--- src/rtl/core/assert_macros.svh ---
// Assertion macros shared by the core RTL.
`ifndef ASSERT_MACROS_SVH
`define ASSERT_MACROS_SVH

`ifndef NO_ASSERTIONS
// Checks a property on every rising edge of clk_i while rst_ni is high.
`define P2G_ASSERT(lbl, prop) \
  lbl: assert property (@(posedge clk_i) disable iff (!rst_ni) prop) \
    else $error("p2g assertion failed");
// Checks that the consequent holds whenever the antecedent does.
`define P2G_ASSERT_IMP(lbl, ante, cons) \
  lbl: assert property (@(posedge clk_i) disable iff (!rst_ni) (ante) |-> (cons)) \
    else $error("p2g implication failed");
`else
`define P2G_ASSERT(lbl, prop)
`define P2G_ASSERT_IMP(lbl, ante, cons)
`endif

`endif

--- src/rtl/core/p2g_pkg.sv ---
`default_nettype none

package p2g_pkg;

  localparam int unsigned PixW    = 8;
  localparam int unsigned DivW    = 2 * PixW;
  localparam int unsigned DivStep = 4;
  localparam int unsigned YuvW    = 20;
  localparam int unsigned LumaW   = 18;

  typedef enum logic [1:0] {
    OpRgb    = 2'd0,
    OpPremul = 2'd1,
    OpYuv    = 2'd2
  } p2g_op_e;

  // Colour triple, index 0 is the first component.
  typedef logic [2:0][PixW-1:0] p2g_rgb_t;

  typedef struct packed {
    logic [DivW-1:0] num;
    logic [PixW-1:0] rem;
    logic [DivW-1:0] quo;
  } p2g_div_lane_t;

  typedef struct packed {
    logic [PixW-1:0]            alpha;
    p2g_div_lane_t [2:0]        lane;
  } p2g_div_t;

  typedef struct packed {
    logic [PixW-1:0]    rem;
    logic [DivStep-1:0] quo;
  } p2g_step_t;

  localparam logic signed [YuvW-1:0] CoefY  = YuvW'(298);
  localparam logic signed [YuvW-1:0] CoefRv = YuvW'(409);
  localparam logic signed [YuvW-1:0] CoefGu = YuvW'(100);
  localparam logic signed [YuvW-1:0] CoefGv = YuvW'(208);
  localparam logic signed [YuvW-1:0] CoefBu = YuvW'(516);
  localparam logic signed [YuvW-1:0] YuvRound = YuvW'(128);

  localparam logic [LumaW-1:0] LumaR     = LumaW'(306);
  localparam logic [LumaW-1:0] LumaG     = LumaW'(601);
  localparam logic [LumaW-1:0] LumaB     = LumaW'(117);
  localparam logic [LumaW-1:0] LumaRound = LumaW'(512);

  // Restoring division, DivStep quotient bits per call.
  function automatic p2g_step_t p2g_div_step(input logic [PixW-1:0]    rem,
                                             input logic [DivStep-1:0] bits,
                                             input logic [PixW-1:0]    divisor);
    logic [PixW:0]      part;
    logic [PixW-1:0]    r;
    logic [DivStep-1:0] q;
    p2g_step_t          res;
    r = rem;
    q = '0;
    for (int i = DivStep - 1; i >= 0; i--) begin
      part = {r, bits[i]};
      if (part >= {1'b0, divisor}) begin
        part = part - {1'b0, divisor};
        q[i] = 1'b1;
      end
      r = part[PixW-1:0];
    end
    res.rem = r;
    res.quo = q;
    return res;
  endfunction

  // Floor of v/256, clamped to 0..255.
  function automatic logic [PixW-1:0] p2g_clamp(input logic signed [YuvW-1:0] v);
    logic [PixW-1:0] res;
    if (v[YuvW-1]) begin
      res = '0;
    end else if (|v[YuvW-2:2*PixW]) begin
      res = '1;
    end else begin
      res = v[2*PixW-1:PixW];
    end
    return res;
  endfunction

endpackage

`default_nettype wire

--- src/rtl/core/p2g_if.sv ---
`default_nettype none

interface p2g_pixel_if;
  import p2g_pkg::*;
  logic            valid;
  logic            ready;
  logic [1:0]      operation;
  logic [PixW-1:0] first_component;
  logic [PixW-1:0] second_component;
  logic [PixW-1:0] third_component;
  logic [PixW-1:0] alpha_value;

  modport source (
    output valid, operation, first_component, second_component, third_component,
           alpha_value,
    input  ready
  );
  modport sink (
    input  valid, operation, first_component, second_component, third_component,
           alpha_value,
    output ready
  );
endinterface

interface p2g_gray_if;
  import p2g_pkg::*;
  logic            valid;
  logic            ready;
  logic [PixW-1:0] gray_level;

  modport source (output valid, gray_level, input ready);
  modport sink (input valid, gray_level, output ready);
endinterface

`default_nettype wire

--- src/rtl/core/p2g_div_stage.sv ---
`default_nettype none

module p2g_div_stage import p2g_pkg::*; (
  input  logic     clk_i,
  input  logic     en_i,
  input  p2g_div_t div_i,
  output p2g_div_t div_o
);

  p2g_div_t  div_d;
  p2g_div_t  div_q;
  p2g_step_t step [3];

  // Each lane takes the next DivStep dividend bits, most significant first.
  always_comb begin
    div_d.alpha = div_i.alpha;
    for (int l = 0; l < 3; l++) begin
      step[l] = p2g_div_step(div_i.lane[l].rem, div_i.lane[l].num[DivW-1 -: DivStep],
                             div_i.alpha);
      div_d.lane[l].num = {div_i.lane[l].num[DivW-DivStep-1:0], DivStep'(0)};
      div_d.lane[l].rem = step[l].rem;
      div_d.lane[l].quo = {div_i.lane[l].quo[DivW-DivStep-1:0], step[l].quo};
    end
  end

  always_ff @(posedge clk_i) begin
    if (en_i) begin
      div_q <= div_d;
    end
  end

  assign div_o = div_q;

endmodule

`default_nettype wire

--- src/rtl/core/pixel_to_gray_converter_core.sv ---
// Channel  Direction  Words carried
// pix_i    in         operation, first/second/third_component, alpha_value
// gray_o   out        gray_level
//
// One word per cycle sustained while gray_o.ready stays high.
// The un-premultiply divider has four stages, four quotient bits a stage.
// Every stage has its own valid bit and moves whenever the stage after it can take
// a word, so bubbles close up under a stall and no word is dropped or repeated.
// Reset clears the valid bits only; no clearing pass is needed.
`default_nettype none
`include "assert_macros.svh"

module pixel_to_gray_converter_core import p2g_pkg::*; (
  input logic          clk_i,
  input logic          rst_ni,
  p2g_pixel_if.sink    pix_i,
  p2g_gray_if.source   gray_o
);

  logic [7:1] v_q;
  logic [7:1] en;

  // Stage 1.
  logic signed [PixW+1:0] yc, yd, ye;
  logic [1:0]             op_q1;
  p2g_rgb_t               raw_in, raw_q1;
  logic signed [YuvW-1:0] yb_q1, re_q1, gd_q1, ge_q1, bd_q1;
  p2g_div_t               div_d1, div_q1;
  // Stage 2.
  logic [1:0]             op_q2;
  p2g_rgb_t               raw_q2;
  logic signed [YuvW-1:0] rs_q2, gs_q2, bs_q2;
  // Stages 3 to 5.
  logic [1:0]             op_q3, op_q4, op_q5;
  p2g_rgb_t               rgb_d3, rgb_q3, rgb_q4, rgb_q5;
  p2g_div_t               div_w2, div_w3, div_w4, div_w5;
  // Stage 6.
  p2g_rgb_t               comp;
  logic [LumaW-1:0]       pr_q, pg_q, pb_q;
  // Stage 7.
  logic [LumaW-1:0]       lsum;
  logic [PixW-1:0]        gray_q;

  always_comb begin
    en[7] = !v_q[7] || gray_o.ready;
    for (int k = 6; k >= 1; k--) begin
      en[k] = !v_q[k] || en[k+1];
    end
  end

  assign pix_i.ready = en[1];

  always_ff @(posedge clk_i or negedge rst_ni) begin
    if (!rst_ni) begin
      v_q <= '0;
    end else begin
      for (int k = 7; k >= 2; k--) begin
        if (en[k]) begin
          v_q[k] <= v_q[k-1];
        end
      end
      if (en[1]) begin
        v_q[1] <= pix_i.valid;
      end
    end
  end

  // Stage 1: luma and chroma products and dividends c*255.
  assign raw_in = {pix_i.third_component, pix_i.second_component, pix_i.first_component};
  assign yc = $signed({2'b00, pix_i.first_component}) - 10'sd16;
  assign yd = $signed({2'b00, pix_i.second_component}) - 10'sd128;
  assign ye = $signed({2'b00, pix_i.third_component}) - 10'sd128;

  always_comb begin
    div_d1.alpha = pix_i.alpha_value;
    for (int l = 0; l < 3; l++) begin
      div_d1.lane[l].num = {raw_in[l], PixW'(0)} - DivW'(raw_in[l]);
      div_d1.lane[l].rem = '0;
      div_d1.lane[l].quo = '0;
    end
  end

  always_ff @(posedge clk_i) begin
    if (en[1]) begin
      op_q1  <= pix_i.operation;
      raw_q1 <= raw_in;
      yb_q1  <= YuvW'(yc) * CoefY + YuvRound;
      re_q1  <= YuvW'(ye) * CoefRv;
      gd_q1  <= YuvW'(yd) * CoefGu;
      ge_q1  <= YuvW'(ye) * CoefGv;
      bd_q1  <= YuvW'(yd) * CoefBu;
      div_q1 <= div_d1;
    end
  end

  // Stage 2: BT.601 sums.
  always_ff @(posedge clk_i) begin
    if (en[2]) begin
      op_q2  <= op_q1;
      raw_q2 <= raw_q1;
      rs_q2  <= yb_q1 + re_q1;
      gs_q2  <= yb_q1 - gd_q1 - ge_q1;
      bs_q2  <= yb_q1 + bd_q1;
    end
  end

  p2g_div_stage u_div2 (.clk_i(clk_i), .en_i(en[2]), .div_i(div_q1), .div_o(div_w2));
  p2g_div_stage u_div3 (.clk_i(clk_i), .en_i(en[3]), .div_i(div_w2), .div_o(div_w3));
  p2g_div_stage u_div4 (.clk_i(clk_i), .en_i(en[4]), .div_i(div_w3), .div_o(div_w4));
  p2g_div_stage u_div5 (.clk_i(clk_i), .en_i(en[5]), .div_i(div_w4), .div_o(div_w5));

  // Stage 3: clamp, and pick the colour source for the non-premultiplied modes.
  always_comb begin
    if (op_q2 == OpYuv) begin
      rgb_d3 = {p2g_clamp(bs_q2), p2g_clamp(gs_q2), p2g_clamp(rs_q2)};
    end else begin
      rgb_d3 = raw_q2;
    end
  end

  always_ff @(posedge clk_i) begin
    if (en[3]) begin
      op_q3  <= op_q2;
      rgb_q3 <= rgb_d3;
    end
    if (en[4]) begin
      op_q4  <= op_q3;
      rgb_q4 <= rgb_q3;
    end
    if (en[5]) begin
      op_q5  <= op_q4;
      rgb_q5 <= rgb_q4;
    end
  end

  // Stage 6: in premultiplied mode a zero alpha saturates every component.
  always_comb begin
    for (int l = 0; l < 3; l++) begin
      if (op_q5 != OpPremul) begin
        comp[l] = rgb_q5[l];
      end else if (div_w5.alpha == '0) begin
        comp[l] = '1;
      end else begin
        comp[l] = div_w5.lane[l].quo[PixW-1:0];
      end
    end
  end

  always_ff @(posedge clk_i) begin
    if (en[6]) begin
      pr_q <= LumaR * LumaW'(comp[0]);
      pg_q <= LumaG * LumaW'(comp[1]);
      pb_q <= LumaB * LumaW'(comp[2]);
    end
  end

  // Stage 7: luma sum into the output register.
  assign lsum = pr_q + pg_q + pb_q + LumaRound;

  always_ff @(posedge clk_i) begin
    if (en[7]) begin
      gray_q <= lsum[LumaW-1 -: PixW];
    end
  end

  assign gray_o.valid      = v_q[7];
  assign gray_o.gray_level = gray_q;

  `P2G_ASSERT(a_accept_fills, (pix_i.valid && pix_i.ready) |=> v_q[1])
  `P2G_ASSERT(a_stall_holds, (v_q[3] && !en[3]) |=> (v_q[3] && $stable(rgb_q3)))
  `P2G_ASSERT(a_zero_alpha_white, (en[6] && v_q[5] && op_q5 == OpPremul && div_w5.alpha == '0) |=> (lsum[LumaW-1 -: PixW] == '1))

endmodule

`default_nettype wire
--- src/flat_wrapper.sv ---
// flat-port wrapper written by rule: the top's interface ports become plain ports
module pixel_to_gray_converter_core_flat import p2g_pkg::*;
  (clk_i, rst_ni, pix_i_valid, pix_i_operation, pix_i_first_component, pix_i_second_component, pix_i_third_component, pix_i_alpha_value, pix_i_ready, gray_o_valid, gray_o_gray_level, gray_o_ready);
  p2g_pixel_if pix_i_i ();
  p2g_gray_if gray_o_i ();
  input logic clk_i;
  input logic rst_ni;
  input wire logic [$bits(pix_i_i.valid)-1:0] pix_i_valid;
  input wire logic [$bits(pix_i_i.operation)-1:0] pix_i_operation;
  input wire logic [$bits(pix_i_i.first_component)-1:0] pix_i_first_component;
  input wire logic [$bits(pix_i_i.second_component)-1:0] pix_i_second_component;
  input wire logic [$bits(pix_i_i.third_component)-1:0] pix_i_third_component;
  input wire logic [$bits(pix_i_i.alpha_value)-1:0] pix_i_alpha_value;
  output wire logic [$bits(pix_i_i.ready)-1:0] pix_i_ready;
  output wire logic [$bits(gray_o_i.valid)-1:0] gray_o_valid;
  output wire logic [$bits(gray_o_i.gray_level)-1:0] gray_o_gray_level;
  input wire logic [$bits(gray_o_i.ready)-1:0] gray_o_ready;
  assign pix_i_i.valid = pix_i_valid;
  assign pix_i_i.operation = pix_i_operation;
  assign pix_i_i.first_component = pix_i_first_component;
  assign pix_i_i.second_component = pix_i_second_component;
  assign pix_i_i.third_component = pix_i_third_component;
  assign pix_i_i.alpha_value = pix_i_alpha_value;
  assign pix_i_ready = pix_i_i.ready;
  assign gray_o_valid = gray_o_i.valid;
  assign gray_o_gray_level = gray_o_i.gray_level;
  assign gray_o_i.ready = gray_o_ready;
  pixel_to_gray_converter_core u_core (.clk_i(clk_i), .rst_ni(rst_ni), .pix_i(pix_i_i), .gray_o(gray_o_i));
endmodule
--- config.mk ---
export PLATFORM = sky130hd
export DESIGN_NAME = pixel_to_gray_converter_core_flat
export DESIGN_NICKNAME = d
export VERILOG_FILES = /design/src/rtl/core/p2g_pkg.sv /design/src/rtl/core/p2g_if.sv /design/src/rtl/core/p2g_div_stage.sv /design/src/rtl/core/pixel_to_gray_converter_core.sv /design/src/flat_wrapper.sv
export VERILOG_INCLUDE_DIRS = /design/src /design/src/rtl/core
export SDC_FILE = /design/constraint.sdc
export NUM_CORES = 2
export LEC_CHECK = 0
export ABC_AREA = 1
export CAP_MARGIN = 10
export CORE_MARGIN = 4
export CORE_UTILIZATION = 60
export CTS_CLUSTER_DIAMETER = 40
export CTS_CLUSTER_SIZE = 20
export DETAILED_ROUTE_END_ITERATION = 6
export DONT_BUFFER_PORTS = 1
export MAX_ROUTING_LAYER = met4
export PLACE_DENSITY_LB_ADDON = 0.12
export SLEW_MARGIN = 20
export SYNTH_ARGS = -nofsm -noshare
export SYNTH_HDL_FRONTEND = slang
export SYNTH_SLANG_ARGS = --single-unit
--- constraint.sdc ---
create_clock -name clk_i -period 26.5 [get_ports clk_i]
set_clock_uncertainty 0.15 [all_clocks]
set_input_delay 2.65 -clock clk_i [delete_from_list [all_inputs] [get_ports clk_i]]
set_output_delay 2.65 -clock clk_i [all_outputs]
set_load 0.05 [all_outputs]
# Yosys cells after proc, flatten, opt, wreduce, memory -nomap -nowiden
# Index checks and enable logic that the tools add are counted.
# word_totals
elab_cells	288
in_bits	38
out_inout_bits	10
reg_bits	614
# op_classes
n_reduce_logical	18
n_mul	8
n_mux	82
addsub	59
eq_ne	2
order_cmp	48
# op_table
operator	n
8-bit two-way mux	57
9-bit by 8-bit >= comparator with 1-bit output	45
8-bit subtractor	42
16-bit by 8-bit subtractor with 16-bit output	3
20-bit adder	2
20-bit subtractor	2
9-bit by 9-bit multiplier with 18-bit output, second input constant	2
1-bit by 8-bit >= comparator with 1-bit output	3
1-bit two-way mux	24
24-bit two-way mux	1
1-bit by 8-bit subtractor with 8-bit output	3
20-bit by 9-bit adder with 20-bit output, second input constant	1
9-bit by 10-bit multiplier with 19-bit output, second input constant	1
17-bit by 18-bit adder with 18-bit output	1
18-bit by 10-bit adder with 18-bit output, second input constant	1
18-bit by 15-bit adder with 18-bit output	1
10-bit by 8-bit multiplier with 18-bit output, first input constant	1
8-bit by 8-bit subtractor with 9-bit output, second input constant	2
8-bit by 8-bit multiplier with 16-bit output, first input constant	1
7-bit by 8-bit multiplier with 15-bit output, first input constant	1
9-bit by 6-bit multiplier with 15-bit output, second input constant	1
9-bit by 5-bit multiplier with 14-bit output, second input constant	1
3-bit OR reduction	3
8-bit by 5-bit subtractor with 9-bit output, second input constant	1
other kinds (5)	17

# Logic depth before layout (Yosys ltp)
# logic_depth
word_depth	8
ltp_mapped	48
mapped_depth_nobuf	45

# By module
# A second synthesis with hierarchy kept.
# unflattened
cells_unflattened	6660
hier_area_um2	61425.2
# modules_own_cells
module	area_per_inst_um2	n_inst	cells_per_inst	seq_area_each_um2
pixel_to_gray_converter_core	24435.9	1	2308	10505.1
p2g_div_stage (u_core.u_div2 ...)	9247.6	2	1089	3483.3
p2g_div_stage (u_core.u_div5)	9251.4	1	1091	3483.3
p2g_div_stage (u_core.u_div4)	9242.6	1	1083	3483.3

# Worst setup path before layout
# No wires, ideal clock.
# synth_path
kind	input -> output
startpoint	input gray_o_ready
endpoint	output pix_i_ready
arrival_ns	12.460
stages	12
path_slack_ns	11.240
path_buffers	0
t_required_ns	23.700
cell_sequence	nor2_1 -> inv_1 -> nor2_1 -> inv_1 -> nor2_1 -> inv_1 -> nor2_1 -> inv_1 -> nor2_1 -> inv_1 -> nor2_1 -> nand2_1
# synth_via
elab_chain_cells	7
# synth_rtl
element	line	rtl
start: declaration	flat_wrapper.sv:17	input wire logic [$bits(gray_o_i.ready)-1:0] gray_o_ready;
1-bit logical OR	pixel_to_gray_converter_core.sv:45	en[7] = !v_q[7] || gray_o.ready;
net u_core.en (one bit)	pixel_to_gray_converter_core.sv:21	logic [7:1] en;
1-bit logical OR	pixel_to_gray_converter_core.sv:47	en[k] = !v_q[k] || en[k+1];
net u_core.en (one bit)	pixel_to_gray_converter_core.sv:21	
1-bit logical OR	pixel_to_gray_converter_core.sv:47	
net u_core.en (one bit)	pixel_to_gray_converter_core.sv:21	
1-bit logical OR	pixel_to_gray_converter_core.sv:47	
net u_core.en (one bit)	pixel_to_gray_converter_core.sv:21	
1-bit logical OR	pixel_to_gray_converter_core.sv:47	
net u_core.en (one bit)	pixel_to_gray_converter_core.sv:21	
1-bit logical OR (2 in a row)	pixel_to_gray_converter_core.sv:47	
end: declaration	flat_wrapper.sv:14	output wire logic [$bits(pix_i_i.ready)-1:0] pix_i_ready;
# The timed path passes the listed nets, and every way through them passes these cells.

==> results by group <==
Setup path
  – Worst path most repeated cell: nand2_1
  – Setup crit start kind: register
  – Worst Setup Path Type: register to register
  – Max incr delay on CP: 640 ps
  – Data arrival, critical path: 9250 ps
  – Critical Path Slowest Stage Cell: inv_1
  – CP endpoint kind: register
  – Crit Path Max Fanout: 18
  – Critical path required time: 26840 ps

Clock tree
  – Clock buffer depth: 3
  – Clock sink count: 560
  – CTS root buffer: clkbuf_16
  – H-tree depth: 3
  – Num CTS Buffers: 86
  – Worst-Skew Late Latency: roughly 660 ps
  – Post-CTS Setup Bufs: 0
  – Hold Buf Count CTS: 0
  – TritonCTS clock tree: yes
  – CTS clk-pin slew, worst paths: around 80 ps
  – Post-CTS Resized: 0

STA
  – Fin worst setup slack: 17580 ps
  – Final Critical Period: a little under 9000 ps
  – Final hold vios: 0
  – F_max: 0.112 GHz
  – Final setup vio count: 0
  – Slew Limit Fails: 0
  – RSZ-0062 raised after global routing: false
  – Period utilization: 0.336
  – Sum of negative setup slack: 0 ps
  – Slew Limit Headroom: 0.294
  – Worst slew pin tran: 1060 ps

GRT
  – Vias in the first global route: 35700
  – GRT Overall Usage: 0.272
  – Pin count of the biggest net entering global routing: 73
  – Overflow after GRT: 0
  – Antenna violations before repair: 7
  – First-pass GRT wire length: 184 mm

Routing
  – TritonRoute pass-1 iters: 6
  – Via density per instance: 5.50
  – Routed vias: around 37000
  – Final wirelength: 114 mm
  – Routed Antenna Nets: 0
  – 1st-iter DRT viols: 2530
  – DRC Markers: 0
  – Wire per inst: 16.9 um

Floorplan
  – Full die area: approximately 86000 sq um
  – Starting density of the core: 0.605
  – Placement row count: 104
  – Die Span Y: 293 um
  – CORE AREA: 80500 sq um
  – Top Ports: 48
  – Chip Width: 293 um

Logic synthesis
  – Area share of the largest cell type after synthesis: 0.341
  – Synthesis warning total: 0
  – Mapped Area: between 40000 and 50000 sq um
  – Post-Synthesis Cells: roughly 5500
  – Sequential area share after synthesis: 0.344
  – Yosys top cell by area: edfxtp_1
  – Post-synth EDFFs: 553
  – Ys async rst share: 0.0125
  – Most used DFF post-synth: edfxtp_1
  – Yosys reg bits: between 500 and 600
  – Syn avg cell area: 8.81 sq um
  – Synth Net Count: 6464
  – Synth cell types: 65
  – Top post-synthesis cells by area: edfxtp_1 34%, ha_1 19%, nand2_1 8.9%, inv_1 6.4%, fa_1 5.9%

Placement
  – Pre-CTS setup slack: 17590 ps
  – Port bufs: 0
  – Hpwl dp: 88.0 mm
  – RD Place Congestion: 0.941

Flow run
  – Max-cap viol count: 0

Finish
  – Nets: 6530
  – Layout area overhead: 8.99%
  – Ratio of cells with drive above 1 in the final layout: 0.0532
  – Fillers: 6583

Status
  – Status: completed

Worst hold path
  – Hold Path Class: register to register
==> cells in the mapped netlist (11+ instances only) <==
master and n:
a31oi_1 14, o21ai_0 271, nor2_2 12, xnor2_1 106
nand4_1 74, nand3_1 218, o21ai_1 43, a21o_1 12
nand3b_1 19, inv_1 835, nand2_1 1154, fa_1 143
clkbuf_1 16, edfxtp_1 553, xor2_1 263, o21bai_1 22
ha_1 749, a211oi_1 14, or2_2 47, buf_2 13
nor2_1 344, nand2_2 13, nor3_1 45, a21oi_1 386
o22ai_1 11, o211ai_1 25
==> logic make-up (layout without fill, tap and decap cells) <==
kind of cell,count (synthesis),in the layout,synth area share
multiplexers,2,2,0.000436
buffers and inverters,889,1029,0.0701
flip-flops,560,560,0.344
XOR/XNOR,369,369,0.0663
AND/OR/NAND/NOR,1970,1970,0.172
AO/OA/AOI/OAI,852,852,0.0957
other,0,4,0
adder cells (fa/ha/maj),892,892,0.251
==> worst max-delay path, delay by kind of cell, from the launching register on <==
family	cells	cell delay (ps)
flops	1	390
compound gates	14	3130
fa+ha+maj	4	1450
simple gates	16	2560
buf+inv	3	1030
==> sequential cells by signal (all words and copies together) (netlist names), 11 cells and up <==
register / count
u_core.ge_q1: 12
u_core.bd_q1: 11
u_core.gs_q2: 13
u_core.rgb_q4: 24
u_core.raw_q2: 22
u_core.gd_q1: 12
u_core.re_q1: 18
u_core.u_div2.div_o: 65
u_core.u_div4.div_o: 56
u_core.pb_q: 15
u_core.rgb_q5: 24
u_core.pg_q: 18
u_core.pr_q: 16
u_core.div_q1: 56
u_core.rgb_q3: 24
u_core.u_div5.div_o: 32
u_core.rs_q2: 13
u_core.bs_q2: 12
u_core.u_div3.div_o: 56
u_core.yb_q1: 17
u_core.raw_q1: 19
==> layout make-up <==
type,instances,area (sq um),share of cell area
multi-input combinational,4085,28500,0.537
sequential,560,16800,0.316
inverter,846,3180,0.0599
clock buffer,93,2220,0.0418
tap,1060,1330,0.0250
clock inverter,69,890,0.0167
timing repair buffer,21,158,0.00297
antenna,4,10.0,0.000188
==> path summary, 6_finish.rpt <==
kind                                          startpoint                 endpoint  slack [ps]  depth (start not counted)
worst max-delay path            u_core.u_div3.div_o[126]  u_core.u_div4.div_o[57]       17580                         37
worst min register to register         u_core.div_q1[68]  u_core.u_div2.div_o[72]         230                          0
worst max register to register  u_core.u_div3.div_o[126]  u_core.u_div4.div_o[57]       17580                         37
max in group asynchronous                         rst_ni            u_core.v_q[7]       24600                          0
worst min-delay path                   u_core.div_q1[68]  u_core.u_div2.div_o[72]         230                          0
min in group asynchronous                         rst_ni            u_core.v_q[5]        1530                          0
==> per-stage QoR <==
stage,cell area (sq um),util,hold WS [ps],std cells
floorplan,48700,-,250,5534
detailed placement,50000,0.621,255,6572
global placement,50000,0.621,250,6572
finish,53100,0.659,234,6738
CTS,53100,0.659,234,6734
global route,53100,0.659,245,6738
==> layout by cell type, fill, tap and decap left out, types with 45 or more instances in the layout <==
cell       Yosys  routed
nand2_1     1154    1153
inv_1        835     830
ha_1         749     749
edfxtp_1     553     553
a21oi_1      386     386
nor2_1       344     343
o21ai_0      271     271
xor2_1       263     263
nand3_1      218     218
fa_1         143     143
xnor2_1      106     106
clkbuf_16      0      87
nand4_1       74      74
or2_2         47      47
nor3_1        45      45
==> per-layer routing <==
| layer | part of all wire | wire length (um) | vias to the layer above | GRT usage |
|---|---|---|---|---|
| li1 | - | - | 18800 | - |
| met1 | 0.44 | 50400 | 17200 | 0.355 |
| met2 | 0.47 | 53600 | 850 | 0.447 |
| met3 | 0.053 | 5990 | 193 | 0.0334 |
| met4 | 0.031 | 3520 | 0 | 0.0828 |
| met5 | 0 | 0 | - | - |
Power is not shown: default switching activity piles up to over one toggle a cycle in this logic, so the estimate is an artifact.
